<file path="config.mk">
export PLATFORM = sky130hd
export DESIGN_NAME = ttl_cache_oldest_eviction_unit
export DESIGN_NICKNAME = d
export VERILOG_FILES = /design/src/hw/rtl/ttlc_pkg.sv /design/src/hw/rtl/ttl_cache_oldest_eviction_unit.sv
export SDC_FILE = /design/constraint.sdc
export NUM_CORES = 2
export LEC_CHECK = 0
export BUFFER_PORTS_ARGS = -buffer_cell sky130_fd_sc_hd__clkbuf_2
export CORE_ASPECT_RATIO = 1.5
export CORE_MARGIN = 4
export CORE_UTILIZATION = 40
export CTS_CLUSTER_DIAMETER = 150
export DETAILED_ROUTE_END_ITERATION = 8
export SYNTH_ARGS = -nofsm -noshare
export SYNTH_HDL_FRONTEND = slang
export SYNTH_SLANG_ARGS = --single-unit
export TNS_END_PERCENT = 50
</file>
<file path="constraint.sdc">
create_clock -name i_clk -period 12.4 [get_ports i_clk]
set_clock_uncertainty 0.2 [all_clocks]
set_input_delay 1.24 -clock i_clk [delete_from_list [all_inputs] [get_ports i_clk]]
set_output_delay 1.24 -clock i_clk [all_outputs]
set_load 0.02 [all_outputs]
</file>
<file path="src/hw/rtl/ttlc_pkg.sv">
`default_nettype none

package ttlc_pkg;

    // table geometry and field widths
    localparam int DEPTH      = 16;
    localparam int IDX_BITS   = (DEPTH > 1) ? $clog2(DEPTH) : 1;
    localparam int KEY_BITS   = 64;
    localparam int VALUE_BITS = 64;
    localparam int TIME_BITS  = 32;
    localparam int TTL_BITS   = 16;
    localparam int CNT_BITS   = 5;
    localparam int CAP_BITS   = 5;
    localparam int REQ_BITS   = 2;

    // request codes
    localparam logic [REQ_BITS-1:0] REQ_LOOKUP = 2'd0;
    localparam logic [REQ_BITS-1:0] REQ_STORE  = 2'd1;
    localparam logic [REQ_BITS-1:0] REQ_CLEAR  = 2'd2;

    // configuration register addresses
    localparam logic ADDR_CAPACITY = 1'b0;

    // request tdata layout
    localparam int IN_KEY_LSB   = 0;
    localparam int IN_VALUE_LSB = IN_KEY_LSB + KEY_BITS;
    localparam int IN_NOW_LSB   = IN_VALUE_LSB + VALUE_BITS;
    localparam int IN_TTL_LSB   = IN_NOW_LSB + TIME_BITS;
    localparam int IN_USED_BITS = IN_TTL_LSB + TTL_BITS;
    localparam int IN_DATA_BITS = ((IN_USED_BITS + 7) / 8) * 8;

    // result tdata layout
    localparam int OUT_VALUE_LSB = 0;
    localparam int OUT_CNT_LSB   = OUT_VALUE_LSB + VALUE_BITS;
    localparam int OUT_USED_BITS = OUT_CNT_LSB + CNT_BITS;
    localparam int OUT_DATA_BITS = ((OUT_USED_BITS + 7) / 8) * 8;

endpackage

`default_nettype wire

</file>
<file path="src/hw/rtl/ttl_cache_oldest_eviction_unit.sv">
`default_nettype none

// Keyed cache of DEPTH entries with per-entry expiry and oldest-first eviction.
// Each request on the slave stream carries a kind in tuser (lookup, store,
// clear) and key, value, now and ttl in tdata; each request yields exactly one
// result on the master stream: a hit flag in tuser, the hit value and the entry
// count in tdata. A lookup drops an entry found at or past its expiry instead
// of returning it. A store with a nonzero ttl first drops every expired entry,
// evicts the entry inserted longest ago (lowest slot on a tie) when the key is
// new and the table holds capacity entries, then writes the key with expiry
// now + ttl, saturated at the time maximum. One request is worked on at a
// time and tready is low meanwhile. A single compare unit walks the table one
// slot per cycle. A store walks every slot, then decides and writes its
// slot, then places its result; a lookup ends its walk at the first key
// match or after the last slot; a clear, an unknown request kind or a store
// with zero ttl skips the walk and goes straight to the result state. A result
// still held in the output register stalls the block until the master side
// takes it. The capacity register lies at byte address 0 of the APB port; 0
// acts as 1 and values above DEPTH act as DEPTH. Write it only while the
// block is idle.
module ttl_cache_oldest_eviction_unit (
    input  wire  logic                                 i_clk,
    input  wire  logic                                 i_rst_n,
    // request stream
    input  wire  logic                                 i_s_tvalid,
    output logic                                       o_s_tready,
    // key [63:0], value [127:64], now [159:128], ttl [175:160]
    input  wire  logic [ttlc_pkg::IN_DATA_BITS-1:0]    i_s_tdata,
    // req_type [1:0]
    input  wire  logic [ttlc_pkg::REQ_BITS-1:0]        i_s_tuser,
    // result stream
    output logic                                       o_m_tvalid,
    input  wire  logic                                 i_m_tready,
    // hit_value [63:0], entry_count [68:64], zero above
    output logic [ttlc_pkg::OUT_DATA_BITS-1:0]         o_m_tdata,
    // hit [0]
    output logic                                       o_m_tuser,
    // configuration port
    input  wire  logic                                 psel,
    input  wire  logic                                 penable,
    input  wire  logic                                 pwrite,
    input  wire  logic                                 paddr,
    input  wire  logic [31:0]                          pwdata,
    output logic [31:0]                                prdata,
    output logic                                       pready
);

    localparam int D  = ttlc_pkg::DEPTH;
    localparam int IB = ttlc_pkg::IDX_BITS;
    localparam int KB = ttlc_pkg::KEY_BITS;
    localparam int VB = ttlc_pkg::VALUE_BITS;
    localparam int TB = ttlc_pkg::TIME_BITS;
    localparam int WB = ttlc_pkg::TTL_BITS;
    localparam int CB = ttlc_pkg::CNT_BITS;
    localparam int AB = ttlc_pkg::CAP_BITS;
    localparam int RB = ttlc_pkg::REQ_BITS;

    typedef enum logic [1:0] {
        ST_IDLE,
        ST_SCAN,
        ST_DECIDE,
        ST_RESULT
    } t_state;

    t_state r_state;

    // configuration
    logic [AB-1:0] r_capacity;

    // slot storage: valid bits and count are control, the rest is payload
    logic [D-1:0]  r_valid;
    logic [CB-1:0] r_count;
    logic [KB-1:0] r_slot_key      [D];
    logic [VB-1:0] r_slot_value    [D];
    logic [TB-1:0] r_slot_expiry   [D];
    logic [TB-1:0] r_slot_inserted [D];

    // captured request
    logic [RB-1:0] r_req;
    logic [KB-1:0] r_key;
    logic [VB-1:0] r_value;
    logic [TB-1:0] r_now;
    logic [WB-1:0] r_ttl;

    // scan bookkeeping
    logic [IB-1:0] r_idx;
    logic          r_found;
    logic [IB-1:0] r_found_idx;
    logic          r_free_ok;
    logic [IB-1:0] r_free_idx;
    logic          r_old_ok;
    logic [IB-1:0] r_old_idx;
    logic [TB-1:0] r_old_ins;

    // per-request result
    logic          r_hit;
    logic [VB-1:0] r_hit_value;

    // output register
    logic          r_m_valid;
    logic          r_m_hit;
    logic [VB-1:0] r_m_value;
    logic [CB-1:0] r_m_count;

    // shared slot compare unit, looks at the slot under r_idx
    logic          s_valid;
    logic          s_expired;
    logic          s_live;
    logic          s_match;
    logic          s_older;
    logic          s_last;

    assign s_valid   = r_valid[r_idx];
    assign s_expired = s_valid && (r_now >= r_slot_expiry[r_idx]);
    assign s_live    = s_valid && !s_expired;
    assign s_match   = s_valid && (r_slot_key[r_idx] == r_key);
    assign s_older   = !r_old_ok || (r_slot_inserted[r_idx] < r_old_ins);
    assign s_last    = (r_idx == IB'(D - 1));

    // store decision
    logic [CB-1:0] n_eff_cap;
    logic          n_evict;
    logic [IB-1:0] n_tgt;
    logic [TB:0]   n_sum;
    logic [TB-1:0] n_expiry;
    logic [D-1:0]  n_valid;

    always_comb begin
        if (r_capacity == '0) begin
            n_eff_cap = CB'(1);
        end else if (CB'(r_capacity) > CB'(D)) begin
            n_eff_cap = CB'(D);
        end else begin
            n_eff_cap = CB'(r_capacity);
        end
        n_evict = !r_found && (r_count >= n_eff_cap);
        if (r_found) begin
            n_tgt = r_found_idx;
        end else if (n_evict) begin
            // the evicted slot competes with the lowest free slot
            n_tgt = (r_free_ok && (r_free_idx < r_old_idx)) ? r_free_idx : r_old_idx;
        end else begin
            n_tgt = r_free_idx;
        end
        // valid bits after a store of a new key
        n_valid = r_valid;
        if (n_evict) begin
            n_valid[r_old_idx] = 1'b0;
        end
        n_valid[n_tgt] = 1'b1;
        n_sum    = {1'b0, r_now} + (TB + 1)'(r_ttl);
        n_expiry = n_sum[TB] ? {TB{1'b1}} : n_sum[TB-1:0];
    end

    logic in_fire;
    assign in_fire = i_s_tvalid && o_s_tready;

    // control, valid bits and registered outputs
    always_ff @(posedge i_clk) begin
        if (!i_rst_n) begin
            r_state    <= ST_IDLE;
            r_capacity <= AB'(D);
            r_valid    <= '0;
            r_count    <= '0;
            r_m_valid  <= 1'b0;
            r_hit      <= 1'b0;
        end else begin
            if (psel && penable && pwrite && paddr == ttlc_pkg::ADDR_CAPACITY) begin
                r_capacity <= pwdata[AB-1:0];
            end
            if (i_m_tready && r_state != ST_RESULT) begin
                r_m_valid <= 1'b0;
            end

            unique case (r_state)
                ST_IDLE: begin
                    if (in_fire) begin
                        r_req       <= i_s_tuser;
                        r_key       <= i_s_tdata[ttlc_pkg::IN_KEY_LSB +: KB];
                        r_value     <= i_s_tdata[ttlc_pkg::IN_VALUE_LSB +: VB];
                        r_now       <= i_s_tdata[ttlc_pkg::IN_NOW_LSB +: TB];
                        r_ttl       <= i_s_tdata[ttlc_pkg::IN_TTL_LSB +: WB];
                        r_idx       <= '0;
                        r_found     <= 1'b0;
                        r_free_ok   <= 1'b0;
                        r_old_ok    <= 1'b0;
                        r_hit       <= 1'b0;
                        r_hit_value <= '0;
                        if (i_s_tuser == ttlc_pkg::REQ_LOOKUP) begin
                            r_state <= ST_SCAN;
                        end else if (i_s_tuser == ttlc_pkg::REQ_STORE &&
                                     i_s_tdata[ttlc_pkg::IN_TTL_LSB +: WB] != '0) begin
                            r_state <= ST_SCAN;
                        end else begin
                            if (i_s_tuser == ttlc_pkg::REQ_CLEAR) begin
                                r_valid <= '0;
                                r_count <= '0;
                            end
                            r_state <= ST_RESULT;
                        end
                    end
                end

                ST_SCAN: begin
                    r_idx <= r_idx + IB'(1);
                    if (r_req == ttlc_pkg::REQ_LOOKUP) begin
                        // keys are unique, so the first match ends the walk
                        if (s_match) begin
                            if (s_expired) begin
                                r_valid[r_idx] <= 1'b0;
                                r_count        <= r_count - CB'(1);
                            end else begin
                                r_hit       <= 1'b1;
                                r_hit_value <= r_slot_value[r_idx];
                            end
                            r_state <= ST_RESULT;
                        end else if (s_last) begin
                            r_state <= ST_RESULT;
                        end
                    end else begin
                        // prune, find key, track oldest live and lowest free
                        if (s_expired) begin
                            r_valid[r_idx] <= 1'b0;
                            r_count        <= r_count - CB'(1);
                        end
                        if (s_live && s_match) begin
                            r_found     <= 1'b1;
                            r_found_idx <= r_idx;
                        end
                        if (s_live && s_older) begin
                            r_old_ok  <= 1'b1;
                            r_old_idx <= r_idx;
                            r_old_ins <= r_slot_inserted[r_idx];
                        end
                        if (!s_live && !r_free_ok) begin
                            r_free_ok  <= 1'b1;
                            r_free_idx <= r_idx;
                        end
                        if (s_last) begin
                            r_state <= ST_DECIDE;
                        end
                    end
                end

                ST_DECIDE: begin
                    if (!r_found) begin
                        // one out, one in: count holds on an eviction
                        if (!n_evict) begin
                            r_count <= r_count + CB'(1);
                        end
                        r_valid <= n_valid;
                    end
                    r_state <= ST_RESULT;
                end

                ST_RESULT: begin
                    if (!r_m_valid || i_m_tready) begin
                        r_m_valid <= 1'b1;
                        r_m_hit   <= r_hit;
                        r_m_value <= r_hit_value;
                        r_m_count <= r_count;
                        r_state   <= ST_IDLE;
                    end
                end

                default: r_state <= ST_IDLE;
            endcase
        end
    end

    // slot payload, written once per store
    always_ff @(posedge i_clk) begin
        if (r_state == ST_DECIDE) begin
            if (!r_found) begin
                r_slot_key[n_tgt] <= r_key;
            end
            r_slot_value[n_tgt]    <= r_value;
            r_slot_expiry[n_tgt]   <= n_expiry;
            r_slot_inserted[n_tgt] <= r_now;
        end
    end

    assign o_s_tready = (r_state == ST_IDLE);
    assign o_m_tvalid = r_m_valid;
    assign o_m_tuser  = r_m_hit;
    assign o_m_tdata  = {{(ttlc_pkg::OUT_DATA_BITS - ttlc_pkg::OUT_USED_BITS){1'b0}},
                         r_m_count, r_m_value};

    assign pready = 1'b1;
    assign prdata = (paddr == ttlc_pkg::ADDR_CAPACITY) ? {{(32 - AB){1'b0}}, r_capacity}
                                                       : 32'd0;

    // count tracks the valid bits at all times
    a_count_matches_valid: assert property (@(posedge i_clk) disable iff (!i_rst_n)
        r_count == CB'($countones(r_valid)))
        else $error("entry count out of step with valid bits");

    // the table never holds more than DEPTH entries
    a_count_bound: assert property (@(posedge i_clk) disable iff (!i_rst_n)
        r_count <= CB'(D))
        else $error("entry count above table depth");

    // only a lookup can produce a hit
    a_hit_only_lookup: assert property (@(posedge i_clk) disable iff (!i_rst_n)
        (r_state == ST_RESULT && r_req != ttlc_pkg::REQ_LOOKUP) |-> !r_hit)
        else $error("hit flagged on a non-lookup request");

    // a store of a new key always finds a slot
    a_store_has_slot: assert property (@(posedge i_clk) disable iff (!i_rst_n)
        (r_state == ST_DECIDE && !r_found) |-> (r_free_ok || (n_evict && r_old_ok)))
        else $error("store with no slot to write");

endmodule

`default_nettype wire
</file>
==> flow_metrics.py <==
metrics = {
    "logic_synthesis": {
        "synth-async-reset-ratio": 0,
        "seq_area_frac_synth": 0.773,
        "ys_types": 85,
        "synth-edff-count": 3435,
        "ys_seq_elements": 3469,
        "synth_flop_cell": "edfxtp_1",
        "yosys_warnings": 0,
        "netlist_instances": 6007,
        "synth_area_um2": 134000,
        "postSynthAreaPerCell_um2": 22.3,
    },
    "grt": {
        "grt_max_degree": 114,
        "antenna_found_initial": 22,
        "grt_pass1_vias": 65973,
        "track_usage": 0.193,
        "grt_pass1_wl_um": 482000,
        "overflow": 0,
    },
    "placed_design": {
        "numPortBuffers": 267,
        "dp_hpwl_um": 182000,
        "routabilityCongestion": 0.796,
    },
    "clocking": {
        "ctsResizeCount": 0,
        "cts_tree": "yes",
        "clkSinkCount": 3469,
        "htree_levels": 5,
        "post_cts_buffers": 0,
        "cts.clk_slew.worst_paths_ns": 0.06,
        "cts_made_buffers": 334,
        "clockBufferDepth": 4,
        "clockRootBuffer": "clkbuf_16",
        "cts_hold_buffers": 0,
        "clock_latency_ns": 0.91,
    },
    "finish": {
        "final_nets": 6827,
        "seqCellArea_um2": 104000,
        "fin_util": 0.455,
        "multi_input_area_um2": 28800,
        "area_delta_synth_final_pct": 13.2,
        "mostFrequentLayoutCell": "edfxtp_1",
        "final_cell_mix": "edfxtp_1 (3435), mux4_2 (848), clkbuf_16 (337)",
        "nFillCells": 27770,
        "drive_above_1_share": 0.272,
    },
    "power_and_ir_drop": {
        "p_leak_nw": 48.2,
        "power.density_nw_per_um2": 216,
        "ir_drop_mv": 0.151,
    },
    "timing": {
        "drv_slew": 0,
        "fmax_mhz": 129,
        "finalCritPeriodShare": 0.626,
        "finalSetupViolCount": 0,
        "relSlewSlack": 0.227,
        "rsz0062_at_grt": "no",
        "worst_slew_pin_slew_ns": 1.16,
        "setup_tns_ns": 0,
        "layout_min_cycle_time_ns": 7.76,
        "hold_viol_final": 0,
    },
    "critical_path": {
        "r2r_slack_ns": 4.64,
        "critPathLaunchType": "register",
        "r2r-end": "r_hit_value[43]$_SDFFCE_PN0P_",
        "endpoint": "r_hit_value[43]$_SDFFCE_PN0P_",
        "path_buf_inv": 4,
        "path_class": "reg -> reg",
        "path_common_cell": "buf_4",
        "setup.worst_path.end_class": "register",
        "rr_worst_depth": 14,
        "cpLargestDelayFamily": "buffers and inverters",
        "cp_max_fo": 96,
        "slowest_delay_ns": 0.87,
        "cp_slowest_cell": "buf_4",
        "worstPathCellList": "buf_12, buf_4, mux4_2, mux2i_1, nor2_1, nor3_1, a21oi_1, or3_1, nor4_4, nand2_1, or3_1, a21oi_4, buf_4, buf_4",
        "path_depth": 14,
        "arrival_ns": 8.09,
        "cp_data_required_time_ns": 12.72,
    },
    "die": {
        "die_x_um": 481,
        "die_area_um2": 345000,
        "io_pins": 326,
        "start_util": 0.402,
        "dieHeight_um": 718,
        "rows": 260,
        "core_um2": 334000,
    },
    "drt": {
        "wl_um": 337000,
        "via_per_inst": 5.60,
        "first_pass_iters": 5,
        "drt_iter0_drc": 5807,
        "wire_per_inst_um": 30.0,
        "drc": 0,
        "antenna_left": 0,
        "vias": 62857,
    },
    "hold_path": {
        "hold_path.class": "reg -> reg",
    },
    "status": {
        "status": "completed",
    },
    "job": {
        "drv_cap": 0,
    },
}
[worst min path at each step]
| stage | start | to | slack [ns] | cells after the start |
|---|---|---|---|---|
| floorplan | r_hit_value[0]$_SDFFCE_PN0P_ | r_m_value[0]$_DFFE_PP_ | 0.20 | 0 |
| global placement | r_hit_value[1]$_SDFFCE_PN0P_ | r_m_value[1]$_DFFE_PP_ | 0.20 | 0 |
| detailed placement | r_hit_value[4]$_SDFFCE_PN0P_ | r_m_value[4]$_DFFE_PP_ | 0.20 | 0 |
| CTS | r_hit_value[56]$_SDFFCE_PN0P_ | r_m_value[56]$_DFFE_PP_ | 0.21 | 0 |
| global route | r_hit_value[56]$_SDFFCE_PN0P_ | r_m_value[56]$_DFFE_PP_ | 0.22 | 0 |
| finish | r_hit_value[56]$_SDFFCE_PN0P_ | r_m_value[56]$_DFFE_PP_ | 0.21 | 0 |
[power by group]
group	switching (mW)	total [mW]	leakage (nW)	internal, mW
registers	0.510	14.4	31.3	13.9
logic	4.64	8.42	11.8	3.77
clock network	4.35	9.99	5.12	5.64
[Yosys cell counts (all sizes together) (15+ instances only)]
cell type  number  area [um^2]
edfxtp       3435       103000
mux4          848        19100
buf           178         1130
mux2i         155         1550
nand2         144          541
clkbuf        128          480
ha             98         1230
inv            93          349
nor2           86          330
and2           79          494
a21oi          69          357
nor3           55          275
a21o           47          353
xnor2          45          394
o22ai          44          275
o21ai          39          195
xor2           36          315
dfxtp          34          681
nor2b          26          163
a31oi          25          156
a22oi          23          173
a21boi         21          158
nand2b         21          131
nand4          21          131
and3           19          119
mux2           19          214
nand3          19         95.1
o21a           15          113
[worst register-to-register path, delay by kind of cell (launching register included)]
family | cells | cell delay, ns
simple gates | 6 | 2.34
flops | 1 | 0.84
mux | 2 | 0.84
buf+inv | 4 | 2.84
compound gates | 2 | 0.32
[kinds of logic after synthesis]
kind of cell	count (synthesis)	synth area share
AO/OA/AOI/OAI	414	0.0219
XOR/XNOR	81	0.00528
adder cells (fa/ha/maj)	100	0.00943
buffers and inverters	399	0.0146
flip-flops	3469	0.773
multiplexers	1022	0.155
other	2	0.0000559
AND/OR/NAND/NOR	520	0.0198
[final cells by class]
| cell class | count | area share |
|---|---|---|
| flip-flops and latches | 3469 | 0.683 |
| multi-input cells | 2168 | 0.190 |
| repair buffers | 443 | 0.0190 |
| well taps | 4454 | 0.0367 |
| clock buffers | 410 | 0.0573 |
| clock inverters | 180 | 0.0119 |
| diodes | 7 | 0.000115 |
| inverters | 93 | 0.00233 |
[registers in the layout (all words and copies together) (netlist names), 5 cells and up, named ones only]
| signal | flops |
|---|---|
| r_key | 64 |
| r_slot_inserted | 512 |
| r_now | 32 |
| r_count | 5 |
| r_m_value | 64 |
| r_slot_key | 1024 |
| r_m_count | 5 |
| r_slot_value | 1024 |
| r_old_ins | 32 |
| r_value | 64 |
| r_slot_expiry | 512 |
| r_hit_value | 64 |
| r_ttl | 16 |
| r_valid | 16 |
| r_capacity | 5 |
[metal layers]
layer | track usage | routed length [um] | up-vias
li1 | - | - | 26172
met1 | 0.242 | 131000 | 34273
met2 | 0.346 | 178000 | 1871
met3 | 0.0292 | 17000 | 521
met4 | 0.0584 | 11100 | 20
met5 | 0 | 125 | -
[through the flow]
stage          power [mW]  setup slack (ns)  cell area, um^2  hold slack, ns  instances
2_1_floorplan        20.5              3.44           134000           0.200       6036
3_3_place_gp         23.1              4.34           141000           0.204      10627
3_5_place_dp         23.2              4.29           141000           0.205      10627
4_1_cts              33.2              4.30           152000           0.214      11217
5_1_grt              34.2              4.21           152000           0.223      11219
6_report             32.8              4.64           152000           0.213      11224
No activity file was read; power rests on OpenSTA's default activity.
